**src/sv/bblur_ram.sv**
```systemverilog
`timescale 1ns / 1ps

module bblur_ram #(
    parameter int WIDTH = 8,
    parameter int DEPTH = 16,
    localparam int ADDR_W = (DEPTH > 1) ? $clog2(DEPTH) : 1
) (
    input  logic              i_clk,
    input  logic              i_we,
    input  logic [ADDR_W-1:0] i_waddr,
    input  logic [WIDTH-1:0]  i_wdata,
    input  logic              i_re,
    input  logic [ADDR_W-1:0] i_raddr,
    output logic [WIDTH-1:0]  o_rdata
);

    logic [WIDTH-1:0] r_mem [DEPTH];
    logic [WIDTH-1:0] r_rdata;

    // write port
    always_ff @(posedge i_clk) begin
        if (i_we) begin
            r_mem[i_waddr] <= i_wdata;
        end
    end

    // registered read, returns old data on a same-address write
    always_ff @(posedge i_clk) begin
        if (i_re) begin
            r_rdata <= r_mem[i_raddr];
        end
    end

    assign o_rdata = r_rdata;

endmodule

```
**config.mk**
```make
export PLATFORM = sky130hd
export DESIGN_NAME = bblur_ram
export DESIGN_NICKNAME = d
export VERILOG_FILES = /design/src/sv/bblur_ram.sv
export SDC_FILE = /design/constraint.sdc
export NUM_CORES = 1
export LEC_CHECK = 0
export BUFFER_PORTS_ARGS = -buffer_cell sky130_fd_sc_hd__buf_2
export CORE_UTILIZATION = 45
export CTS_BUF_LIST = sky130_fd_sc_hd__clkbuf_16
export CTS_CLUSTER_DIAMETER = 60
export CTS_CLUSTER_SIZE = 16
export DETAILED_ROUTE_END_ITERATION = 16
export HOLD_SLACK_MARGIN = 0.03
export PLACE_DENSITY = 0.7
export RECOVER_POWER = 50
export SLEW_MARGIN = 20
export SYNTH_ARGS = -nofsm -noshare
export SYNTH_HDL_FRONTEND = slang
export SYNTH_SLANG_ARGS = --single-unit
```
**constraint.sdc**
```tcl
create_clock -name i_clk -period 6.5 [get_ports i_clk]
set_clock_uncertainty 0.2 [all_clocks]
set_input_delay 1.625 -clock i_clk [delete_from_list [all_inputs] [get_ports i_clk]]
set_output_delay 1.625 -clock i_clk [all_outputs]
set_load 0.01 [all_outputs]
```
# Yosys cells after proc, flatten, opt, wreduce, memory -nomap -nowiden
# Memories as Yosys holds them, arrays and structs flattened. A register that Yosys moved wholly into a read port is not among the register bits.
# Cells that the tools add are included.
dict set report word_totals {
  ff_bits 0
  latch_bits 0
  ramBits 128
  rom_bits 0
  out_inout_bits 8
  word_cells 3
  mem_count 1
}
dict set report op_classes {
  n_addsub 0
  n_mul 0
  div 0
  magnitude_cmp 0
  eq_ne 0
  shift 0
  muxes 2
  n_bitwise 0
  reduce_logical 0
}
# name words width read_ports rd_ports_with_merged_regs wr line
set mem_list {}
lappend mem_list {r_mem 16 8 1 1 1 17} ;# logic [WIDTH-1:0] r_mem [DEPTH];
# op count
set op_table {}
lappend op_table {{$mux W1} 2}

# Logic depth before layout (Yosys ltp)
dict set report logic_depth {
  ltp_word 2
  mapped_depth 5
}

# Worst setup path after synthesis
# No wires, ideal clock.
dict set report synth_path {
  kind {in2reg}
  start {input i_waddr[2]}
  end {memory r_mem[0][0], enable pin}
  setup_time_ps 383
  t_arrival_ps 2735
  t_required_ps 5917
  slack_ps 3182
  path_stages 2
  path_buffers 0
  path_cell_list {or3b_2 nor3_1}
}
# item line
set synth_rtl {}
lappend synth_rtl {{start, declared} 10} ;# input logic [ADDR_W-1:0] i_waddr,
lappend synth_rtl {{end, declared} 17}
# No word-level cell before the write port.

==> reports/qor.csv <==
stage,metric,value,unit
yosys,synthesis.nets,248,
cts,cts-resized-gates,0,
floorplanning,start_util,0.472,
worst_setup_path,worst_ep_required_time,6.45,ns
min_path,min_path_type,reg -> reg,
drt,first_pass_iters,4,
cts,clkLatencyLatePin,0.40,ns
yosys,synth-seq-cells,136,
yosys,syn_avg_cell_area,22.8,µm²
sta,timing.setup.tns,0,ns
status,status,completed,
sta,fin_crit_sh,0.497,
yosys,synth-seq-area-share,0.781,
drt,vias,2425,
final_layout,drive_above_1_share,0.206,
drt,drtIter0Drc,198,
grt,grt_pass1_vias,2486,
worst_setup_path,cp_slowest_stage_delay,0.59,ns
cts,tritoncts,built,
final_layout,area_growth,14.3,%
floorplanning,dieArea,0.0121,mm²
drt,via_per_inst,5.82,
cts,numCtsBuffers,17,
sta,slew_headroom,0.285,
yosys,synth_area_leaders,"edfxtp_1 78%, mux4_2 7.8%, mux4_1 7.0%",
final_layout,multi_input_area,0.00107,mm²
pwr,leakagePower,1.96,nW
floorplanning,core-area,0.0111,mm²
worst_setup_path,path_cells,buf_2 > buf_12 > mux4_1 > a22oi_1 > nand2_1,
sta,tightest_slew,1.07,ns
final_layout,fill_cells,853,
grt,gr-usage-all-layers,0.186,
sta,rsz0062_at_grt,no,
final_layout,antennaDiodeCount,0,
floorplanning,die_y,110,µm
sta,hold_viol,0,
floorplanning,io_pins,27,
yosys,synthCells,229,
yosys,synth_cell_types,18,
pwr,p_total,1.89,mW
worst_setup_path,worst_path_max_delay_cell,mux4_1,
place,dp.cells,386,
final_layout,fin_util,0.539,
cts,holdBufCountCts,0,
worst_setup_path,critPathArrivalTime,3.18,ns
cts,clkTransAtPathRegs,0.05,ns
sta,finalMaxSlewViolations,0,
place,hpwl,6060,µm
cts,root_buffer,clkbuf_16,
drt,drc,0,
run,max_cap_violations,0,
worst_setup_path,criticalPathCategory,in -> reg,
sta,period_needed,3.23,ns
yosys,async_flop_share,0,
yosys,synth_top_area_frac,0.781,
yosys,synth-edff-count,136,
yosys,synthFlopType,edfxtp_1,
drt,routedWlPerCell,23.8,µm
sta,timing.fmax,309,MHz
pwr,peakVddDrop,0.000199,V
cts,cts_max_path_buffers,2,
grt,grt_max_degree,33,
final_layout,nNetsFinal,285,
cts,htreeDepth,4,
sta,finalSetupViolCount,0,
worst_setup_path,worstSetupEndpointType,register,
final_layout,layoutNonFillerInstCount,417,
yosys,syn_area,0.00523,mm²
drt,postRouteAntennaNets,0,
yosys,ys_warn_count,0,
cts,cts.sinks,136,
worst_setup_path,path_max_fanout,22,
cts,post_cts_buffers,0,
worst_setup_path,start_kind,input pin,
grt,grt_pass1_wl,15000,µm
pwr,power_density,317,mW/mm²
final_layout,register_area,0.00408,mm²
yosys,yosys.area.top_type,edfxtp_1,
place,portBuffers,26,
grt,gr-total-overflow,0,
grt,grt_antenna_before_repair,0,
drt,wl,9930,µm
place,gp_congestion,0.693,
floorplanning,die_width,110,µm
floorplanning,std_cell_rows,38,
[per-layer routing]
metal	track usage	wire length, µm	part of all wire
met3	0.0551	688	0.069
met5	0	0	0
met2	0.288	4910	0.50
met1	0.247	4180	0.42
met4	0.0752	144	0.015
[cell usage in the layout (no fill, tap or decap)]
| cell | n |
|---|---|
| mux4_1 | 14 |
| buf_2 | 13 |
| bufinv_16 | 1 |
| clkinv_2 | 2 |
| nand3_1 | 1 |
| nand2b_1 | 2 |
| and2b_1 | 1 |
| mux4_2 | 18 |
| nor3_2 | 3 |
| clkbuf_1 | 13 |
| nand2_1 | 9 |
| nand3b_1 | 2 |
| clkinv_1 | 4 |
| or3b_2 | 1 |
| and2_1 | 1 |
| nor2b_1 | 1 |
| inv_1 | 6 |
| buf_12 | 1 |
| a22oi_1 | 16 |
| nor2_1 | 13 |
| buf_4 | 1 |
| nor3_1 | 1 |
| clkbuf_16 | 17 |
| edfxtp_1 | 136 |
[registers in the layout, summed over array words and instances (netlist names)]
name     cells
r_mem      128
o_rdata      8
[synth_stat cells (2+ instances only)]
library cell	number
buf_6	3
nand2b_1	2
nand3b_1	2
nand2_1	9
mux4_1	14
nor2_1	13
edfxtp_1	136
buf_2	3
mux4_2	18
nor3_1	4
clkdlybuf4s25_2	3
a22oi_1	16
[where the power goes]
| group | switching, mW | internal [mW] | total, mW |
|---|---|---|---|
| Combinational | 0.0526 | 0.0340 | 0.0866 |
| Sequential | 0.00532 | 0.990 | 0.995 |
| Clock | 0.309 | 0.504 | 0.813 |
[per-stage QoR]
step	hold slack (ns)	cell area [µm²]	worst slack (ns)
after detailed placement	0.548	5470	2.51
after global routing	0.598	5980	3.13
after CTS	0.567	5970	2.94
after floorplan	0.505	5230	3.18
final	0.559	5980	3.27
after global placement	0.526	5460	2.49
[path summary, 6_finish.rpt]
| check | startpoint | cells after the start | end | slack [ns] |
|---|---|---|---|---|
| hold reg to reg | r_mem[14][1]$_DFFE_PP_ | 3 | o_rdata[1]$_DFFE_PP_ | 0.56 |
| setup reg to reg | r_mem[1][0]$_DFFE_PP_ | 3 | o_rdata[0]$_DFFE_PP_ | 4.81 |
| hold / removal | r_mem[14][1]$_DFFE_PP_ | 3 | o_rdata[1]$_DFFE_PP_ | 0.56 |
| setup / recovery | i_raddr[0] | 5 | o_rdata[0]$_DFFE_PP_ | 3.27 |
[cells by family after synthesis]
| logic type | count (synthesis) | share of synthesized area |
|---|---|---|
| multiplexers | 32 | 0.148 |
| AND/OR/NAND/NOR | 35 | 0.0314 |
| AO/OA/AOI/OAI | 16 | 0.0230 |
| buffers and inverters | 10 | 0.0165 |
| flip-flops | 136 | 0.781 |
[cell type report]
| cell class | count | area share |
|---|---|---|
| clock inverter | 13 | 0.0130 |
| clock buffer | 17 | 0.0712 |
| tap | 140 | 0.0293 |
| multi-input combinational | 83 | 0.179 |
| sequential | 136 | 0.683 |
| timing repair buffer | 28 | 0.0237 |
[worst max-delay path, delay by kind of cell]
family	cells	cell delay (ns)
buf+inv	2	0.59
mux	1	0.59
compound gates	1	0.25
simple gates	1	0.10
Power figures use the tool's default switching activity.
