===== src/sv/bblur_pkg.sv =====
`timescale 1ns / 1ps

package bblur_pkg;

    // frame geometry limits
    localparam int MAX_WIDTH    = 1024;
    localparam int MAX_HEIGHT   = 4096;
    localparam int COL_W        = $clog2(MAX_WIDTH);
    // row counter runs up to two past the last image row while draining
    localparam int ROW_W        = $clog2(MAX_HEIGHT + 2);

    // configuration registers
    localparam int CFG_WIDTH_W  = 11;
    localparam int CFG_HEIGHT_W = 13;
    localparam int CFG_DATA_W   = 13;
    localparam int CFG_IDX_W    = 1;
    localparam logic [CFG_IDX_W-1:0] REG_IMAGE_WIDTH  = 1'b0;
    localparam logic [CFG_IDX_W-1:0] REG_IMAGE_HEIGHT = 1'b1;
    localparam logic [CFG_WIDTH_W-1:0]  RESET_WIDTH  = 11'd640;
    localparam logic [CFG_HEIGHT_W-1:0] RESET_HEIGHT = 13'd480;

    // pixel and sum widths
    localparam int CH_W     = 8;
    localparam int PIX_W    = 3 * CH_W;
    localparam int COLSUM_W = 10;  // up to three channel values
    localparam int SUM_W    = 12;  // up to nine channel values
    localparam int NUM_W    = 13;  // 2*sum + count
    localparam int QX_W     = 12;  // numerator after the power-of-two part of 2*count

    // odd part of the divisor 2*count
    localparam logic [1:0] DIV_BY_1 = 2'd0;
    localparam logic [1:0] DIV_BY_3 = 2'd1;
    localparam logic [1:0] DIV_BY_9 = 2'd2;

    // reciprocals rounded up, exact for numerators below 2**15
    localparam int RECIP_SHIFT = 16;
    localparam int RECIP_W     = 15;
    localparam logic [RECIP_W-1:0] RECIP_3 = 15'd21846;
    localparam logic [RECIP_W-1:0] RECIP_9 = 15'd7282;
    localparam int PROD_W = QX_W + RECIP_W;

    // channel 0 is red in the lowest byte, then green, then blue
    typedef logic [2:0][CH_W-1:0] t_pixel;
    // three pixels of one window column, index 0 is the top row
    typedef t_pixel [2:0] t_column;
    // per-channel masked column sums
    typedef logic [2:0][COLSUM_W-1:0] t_col_sum;

    // per-item control carried down the pipeline
    typedef struct packed {
        logic       emit;
        logic       done;
        logic [2:0] row_en;   // top, middle, bottom row inside the image
        logic [2:0] col_en;   // left, center, right column inside the image
        logic [1:0] shamt;    // power of two in 2*count
        logic [1:0] div_sel;  // odd part of 2*count
        logic [3:0] count;    // neighbors inside the image
    } t_ctrl;

endpackage


===== src/sv/bblur_cell.sv =====
`timescale 1ns / 1ps

module bblur_cell (
    input  logic                i_clk,
    input  logic                i_shift,
    input  bblur_pkg::t_column  i_col,
    output bblur_pkg::t_column  o_col,
    input  logic [2:0]          i_row_en,
    input  logic                i_col_en,
    output bblur_pkg::t_col_sum o_sum
);

    bblur_pkg::t_column r_col;

    // one window column, passed on to the older neighbor on each shift
    always_ff @(posedge i_clk) begin
        if (i_shift) begin
            r_col <= i_col;
        end
    end

    assign o_col = r_col;

    // masked column sum per channel
    always_comb begin
        o_sum = '0;
        if (i_col_en) begin
            for (int ch = 0; ch < 3; ch++) begin
                for (int row = 0; row < 3; row++) begin
                    if (i_row_en[row]) begin
                        o_sum[ch] = o_sum[ch]
                                  + bblur_pkg::COLSUM_W'(r_col[row][ch]);
                    end
                end
            end
        end
    end

endmodule

===== config.mk =====
export PLATFORM = sky130hd
export DESIGN_NAME = bblur_cell
export DESIGN_NICKNAME = d
export VERILOG_FILES = /design/src/sv/bblur_pkg.sv /design/src/sv/bblur_cell.sv
export SDC_FILE = /design/constraint.sdc
export NUM_CORES = 1
export LEC_CHECK = 0
export BUFFER_PORTS_ARGS = -buffer_cell sky130_fd_sc_hd__buf_2
export CAP_MARGIN = 0
export CORE_MARGIN = 1.5
export CORE_UTILIZATION = 40
export CTS_CLUSTER_SIZE = 30
export DETAILED_ROUTE_END_ITERATION = 8
export PLACE_DENSITY = 0.69
export SLEW_MARGIN = 25
export SYNTH_ARGS = -nofsm -noshare
export SYNTH_HDL_FRONTEND = slang
export SYNTH_SLANG_ARGS = --single-unit
export TNS_END_PERCENT = 50

===== constraint.sdc =====
create_clock -name i_clk -period 13.3 [get_ports i_clk]
set_input_delay 1.33 -clock i_clk [delete_from_list [all_inputs] [get_ports i_clk]]
set_output_delay 1.33 -clock i_clk [all_outputs]
set_load 0.03 [all_outputs]

**Yosys cells after proc, flatten, opt, wreduce, memory -nomap -nowiden**

Cells that the tools add are included.
Widths: inputs -> output; s select.

- Register bits: 72

- $add $sub $neg: 6
- Muxes and demuxes: 16

Operator list:

| operator | number |
|---|---|
| $mux 10 | 12 |
| $add 10x8->10 | 6 |
| $mux 30 | 1 |
| $mux 8 | 3 |

**Longest topological paths before layout**

Gate-level depths: netlist of run 1.

- Depth after elaboration: 8
- Depth in mapped cells: 21
- Gate-level depth less buffers: 18

**Worst setup path before layout of run 1**

OpenSTA, ideal clock, no wires.

- Path kind: input to output
- Start: input port i_row_en[0]
- End: output port o_sum[29] (netlist name)
- Data arrival time: 5.379 ns
- Required time: 11.970 ns
- Path slack: 6.591 ns
- Stages: 19
- Path buffers: 4
- Cell sequence: buf_6 buf_2 buf_2 clkbuf_1 nand2_1 inv_1 ha_1 fa_1 maj3_1 nand3_1 nand2_1 maj3_1 a211oi_1 o22ai_1 ha_1 nor2_1 nor3_1 a21oi_1 nor3b_1

RTL lines:

| element | line | RTL |
|---|---|---|
| from (decl) | bblur_cell.sv:8 | `input logic [2:0] i_row_en,` |
| to (decl) | bblur_cell.sv:10 | `output bblur_pkg::t_col_sum o_sum` |

==> results of run 1 <==
final timing paths:
kind / startpoint / endpoint / slack, ns / depth (start not counted)
worst min-delay path: i_col[6] / o_col[6] / 1.16 / 1
worst max-delay path: i_row_en[0] / o_sum[17] / 6.59 / 19
kinds of logic (layout without fill, tap and decap cells):
group                      count (synthesis)  after routing  synth area share, %
and+or+nand+nor                          153            153                13.81
xor gates and xnor gates                  41             41                7.246
DFF                                       72             72                43.63
buffers and inverters                     44            222                3.535
AOI/OAI and AO/OA                        125            125                16.28
adders and majority gates                 56             56                14.64
muxes                                      4              4               0.8584
critical path: cells and delay by family:
family	cells	cell delay [ns]
AOI/OAI and AO/OA	5	0.86
buffers and inverters	3	0.88
adders and majority gates	4	1.18
xor gates and xnor gates	2	0.38
and+or+nand+nor	4	0.67
muxes	1	0.09
cell usage in the layout (no fill, tap or decap), types with 9 or more instances in the layout:
cell type	netlist	routed
xnor2_1	22	22
and2_1	10	10
edfxtp_1	72	72
buf_2	2	178
ha_1	40	40
nand2_1	74	74
a21o_1	9	9
clkbuf_16	0	9
a21oi_1	38	38
o21ai_0	31	31
nor3_1	9	9
nor2_1	34	34
inv_1	27	27
xor2_1	19	19
power breakdown:
group / leakage (nW) / switching [mW] / internal [mW]
clock: 0.118 / 0.0858 / 0.122
combinational: 2.03 / 0.189 / 0.112
sequential: 0.705 / 0.0164 / 0.271
layout make-up:
class / instances / area, sq um
Timing Repair Buffer: 180 / 905.9
Tap cell: 168 / 210.2
Multi-Input combinational cell: 379 / 2619
Clock buffer: 11 / 232.7
Sequential cell: 72 / 2162
Inverter: 28 / 105.1
Clock inverter: 3 / 11.26
Fill cell: 1105 / 5816
per-layer routing:
layer  track usage, %  share of wire [%]
met1            26.02                 44
met2            33.21                 46
met3            5.823                7.1
met5                0                  0
met4            9.417                2.9
stage by stage:
stage	hold WS [ns]	area (sq um)	instances	setup WS, ns
finish	1.160	6246	841	6.586
global route	1.152	6246	841	6.217
CTS	1.150	6246	841	6.609
detailed placement	1.508	6002	827	6.632
global placement	1.506	6002	827	6.774
floorplan	1.429	4956	495	6.591
==> flow_summary.ini, run 1 <==
[route]
via_per_inst = 5.153
first_iter_violations = 202
wl_um = 13410
via_count = 4334
drcViolationCount = 0
ant_nets = 0
routedWlPerCell_um = 15.95
drtPass1Iterations = 4

[synthesis]
yosys_warnings = 0
synth-async-reset-ratio_pct = 0
synth_top_area_share_pct = 43.63
avgSynthCellArea_sq_um = 10.01
syn_nets = 619
synth_seq_cells = 72
dominantRegCellSynth = edfxtp_1
synth_area_sq_um = 4956
netlist_top_cells_count = 74 x nand2_1, 72 x edfxtp_1, 40 x ha_1, 38 x a21oi_1, 34 x nor2_1
synthTopCellsByArea = edfxtp_1 44%, ha_1 10%, nand2_1 5.6%
synth_top_area_cell = edfxtp_1
synth-edff-count = 72
synthMostInstantiatedCell = nand2_1
synth_seq_area_share_pct = 43.63
synth_cells = 495
synth_cell_types = 63

[timing]
hold_viol = 0
grt_setup_unrepaired = false
fin_crit_sh_pct = 50.48
maxSlewViolCount = 0
max-slew-margin-rel_pct = 38.83
timing.fmax_mhz = 148.9
period_minus_slack_ns = 6.714
tightest_slew_ns = 0.9176
tns_ns = 0
setup_viol = 0

[cells_and_area]
area_growth_pct = 26.03
final_util_pct = 51.78
drive_gt1_share_pct = 30.01
n_antenna_cell = 0
finalNetCount = 794
largest_reg_flops = 72

[cts]
post_cts_buffers = 0
cts_tree = yes
cts.path.max_buffers = 2
ctsResizeCount = 0
path_clk_slew_ns = 0.06
htreeDepth = 3
cts_sinks = 72
ctsHoldBuffers = 0
root_buffer = clkbuf_16
cts_buffers = 9

[placement]
port_buffers = 179
dp.final_hpwl_um = 10370
place_congestion = 0.8552

[floorplanning]
core.rowCount = 40
die_w_um = 114.3
die_y_um = 114.3
coreArea_sq_um = 12060
die_area_sq_um = 13070
num_io_pins = 180
start_util_pct = 41.09

[outcome]
status = finished, final reports clean

[worst_setup_path]
crit_path_max_incr_delay_ns = 0.51
cp_max_fo = 36
cp_data_arrival_time_ns = 5.38
critPathKind = in -> out
required_ns = 11.97
path_cells = buf_2 > nand2_1 > inv_1 > ha_1 > a21o_1 > maj3_2 > maj3_2 > a211oi_2 > xnor2_1 > nand2_1 > o21ai_0 > ha_1 > or2_2 > a21o_1 > o41ai_1 > xnor2_1 > mux2i_1 > nor2_1 > buf_2
cp-end-kind = output port
critPathSlowestCell = buf_2
start_kind = primary input

[global_route]
first_global_vias = 4168
grt_max_degree = 73
track_usage_pct = 20.70
grt_pass1_wl_um = 20540
grt_antenna_before_repair = 0
grt_overflow = 0

[hold_path]
worstHoldPathType = in -> reg

[pwr]
irDropWorstVdd_mv = 0.07923
power.total_mw = 0.7970
leakage_nw = 2.848
powerDensity_nw_per_um2 = 127.6

[job]
drv_cap = 0
Power figures use the tool's default switching activity.
==> inputs of run 2 (changes only) <==
--- a/config.mk
+++ b/config.mk
@@ -5,13 +5,14 @@
 export SDC_FILE = /design/constraint.sdc
 export NUM_CORES = 1
 export LEC_CHECK = 0
+export ABC_AREA = 1
 export BUFFER_PORTS_ARGS = -buffer_cell sky130_fd_sc_hd__buf_2
 export CAP_MARGIN = 0
 export CORE_MARGIN = 1.5
 export CORE_UTILIZATION = 40
 export CTS_CLUSTER_SIZE = 30
 export DETAILED_ROUTE_END_ITERATION = 8
-export PLACE_DENSITY = 0.69
+export PLACE_DENSITY = 0.71
 export SLEW_MARGIN = 25
 export SYNTH_ARGS = -nofsm -noshare
 export SYNTH_HDL_FRONTEND = slang
==> constraint.sdc (replaced) <==
create_clock -name i_clk -period 5.46 [get_ports i_clk]
set_input_delay 0.546 -clock i_clk [delete_from_list [all_inputs] [get_ports i_clk]]
set_output_delay 0.546 -clock i_clk [all_outputs]
set_load 0.03 [all_outputs]
==> run 2 against run 1 <==
Die area increased by 4.6%. Critical path depth grew 1. Global-route usage is essentially flat. Synthesized cell count grew 26%. Clock power rose by 140%. Cell count is 16% higher. Non-clock buffer count unchanged. Largest power group is now sequential cells. Clock-buffer cell count up 1.
==> flow_summary.ini, run 2 <==
[cts]
cts_tree = yes
htreeDepth = 3
cts.path.max_buffers = 2
post_cts_buffers = 0
ctsHoldBuffers = 0
cts_sinks = 72
ctsResizeCount = 0
root_buffer = clkbuf_16
cts_buffers = 9
path_clk_slew_ns = 0.05

[synthesis]
synth_cell_types = 37
syn_nets = 746
synth_seq_cells = 72
synth_cells = 622
synthMostInstantiatedCell = nand2_1
synth-async-reset-ratio_pct = 0
avgSynthCellArea_sq_um = 8.342
synthTopCellsByArea = edfxtp_1 42%, nand2_1 13%, ha_1 9.6%
synth-edff-count = 72
netlist_top_cells_count = 173 x nand2_1, 75 x inv_1, 72 x edfxtp_1, 66 x nand3_1
synth_area_sq_um = 5189
dominantRegCellSynth = edfxtp_1
synth_seq_area_share_pct = 41.67
synth_top_area_cell = edfxtp_1
synth_top_area_share_pct = 41.67
yosys_warnings = 0

[route]
drt-met1-wl_um = 6271
drtPass1Iterations = 5
wl_um = 13670
via_per_inst = 4.903
highest_layer = met4
ant_nets = 0
via_count = 4785
drcViolationCount = 0
routedWlPerCell_um = 14.00
first_iter_violations = 361
wl_met2_um = 6070
met3WireLength_um = 921

[timing]
hold_viol = 0
fin_crit_sh_pct = 79.98
setup_viol = 0
maxSlewViolCount = 0
whs_ns = 0.3753
grt_setup_unrepaired = false
period_minus_slack_ns = 4.367
timing.fmax_mhz = 229.0
max-slew-margin-rel_pct = 40.94
tightest_slew_ns = 0.8860
tns_ns = 0

[cells_and_area]
n_antenna_cell = 0
ff_latch_area_sq_um = 2162
multi_input_area_sq_um = 2654
fillers = 1228
final_cell_mix = 178 x buf_2, 173 x nand2_1, 75 x inv_1
drive_gt1_share_pct = 27.11
final_common_cell = buf_2
largest_reg_flops = 72
finalNetCount = 925
area_growth_pct = 24.72
final_util_pct = 51.28

[pwr]
p_int_mw = 1.185
powerDensity_nw_per_um2 = 291.5
power_switching_mw = 0.7015
comb_power_share_pct = 36.3
leakage_nw = 3.325
power.total_mw = 1.886
irDropWorstVdd_mv = 0.1673
seqPwrFrac_pct = 37.0
switching_share_pct = 37.19
p_clk_share_pct = 26.8

[global_route]
first_global_vias = 4453
grt_max_degree = 73
grt_overflow = 0
track_usage_pct = 20.73
grt_antenna_before_repair = 0
grt_pass1_wl_um = 21450

[hold_path]
worstHoldPathCells = 1
hold_start = i_col[18]
worstHoldPathType = in -> reg
whs_endpoint = o_col[18]

[floorplanning]
die_y_um = 116.9
coreArea_sq_um = 12620
start_util_pct = 41.12
core.rowCount = 41
die_area_sq_um = 13660
num_io_pins = 180
die_w_um = 116.9

[worst_setup_path]
critPathKind = in -> out
cp_max_fo = 36
crit_start = i_row_en[0]
cp-end-kind = output port
required_ns = 4.91
cp_data_arrival_time_ns = 3.82
start_kind = primary input

[placement]
port_buffers = 179
place_congestion = 0.9358
dp.final_hpwl_um = 10760

[job]
drv_cap = 0

[outcome]
status = finished, final reports clean
## run 2: cell count changes in the layout (fill, tap and decap cells not counted), moves of 8 or more
cell	change
nand3_1	+63
a21o_1	-8
xor2_1	-13
nand2_2	+9
o21ai_0	-10
nand3b_1	+8
nand2_1	+99
inv_1	+48
xnor2_1	-20
## run 2: how the worst max path moves through the flow
stage | end | slack [ns] | cells after the start
2_1_floorplan | o_sum[19] | 1.49 | 19
3_3_place_gp | o_sum[6] | 1.18 | 18
3_5_place_dp | o_sum[26] | 1.13 | 16
4_1_cts | o_sum[26] | 1.11 | 20
5_1_grt | o_sum[16] | 0.69 | 22
6_report | o_sum[26] | 1.09 | 20
## run 2: final cells by class
cell class / count / area share (%)
timing repair buffer: 180 / 14.00
inverter: 77 / 4.466
tap: 172 / 3.326
sequential: 72 / 33.41
clock buffer: 12 / 3.654
clock inverter: 2 / 0.1353
multi-input combinational: 461 / 41.01
## run 2: cell families after synthesis
logic type,after synthesis,share of synthesized area [%]
compound gates,81,9.164
flops,72,41.67
buf+inv,89,7.186
simple gates,326,28.67
xor+xnor,8,1.350
fa+ha+maj,46,11.96
## run 2: metrics by stage
| step | instance area, sq um | instances | worst slack, ns |
|---|---|---|---|
| after floorplan | 5189 | 622 | 1.489 |
| after global placement | 6226 | 962 | 1.182 |
| after detailed placement | 6226 | 962 | 1.128 |
| after CTS | 6471 | 976 | 1.114 |
| after global routing | 6471 | 976 | 0.6903 |
| final | 6471 | 976 | 1.093 |
## run 2: layer usage
| layer | vias to the layer above | GRT usage (%) |
|---|---|---|
| met3 | 34 | 4.325 |
| met1 | 2116 | 28.65 |
| met5 | - | 0 |
| li1 | 2463 | - |
| met2 | 172 | 31.62 |
| met4 | 0 | 8.996 |
## run 2: power by group through the flow
stage / combinational (mW) / clock (mW) / sequential (mW)
2_1_floorplan: 0.410 / 0 / 0.786
3_3_place_gp: 0.670 / 0 / 0.709
3_5_place_dp: 0.677 / 0 / 0.709
4_1_cts: 0.680 / 0.519 / 0.699
5_1_grt: 0.764 / 0.540 / 0.703
6_report: 0.684 / 0.505 / 0.697
## run 2: worst max-delay path: stages
cell and delay [ns]:
buf_2 0.61, nand2_1 0.13, inv_1 0.16, ha_1 0.25, nand2_1 0.06, nand2_1 0.04
nand2_1 0.07, nand2_2 0.07, xor2_1 0.13, o21a_1 0.17, inv_1 0.06, ha_1 0.32
nand2_1 0.06, o21ai_0 0.37, nand2_1 0.14, nor2_1 0.15, nor3_1 0.06, nand3b_1 0.15
nand2_1 0.08, buf_2 0.20
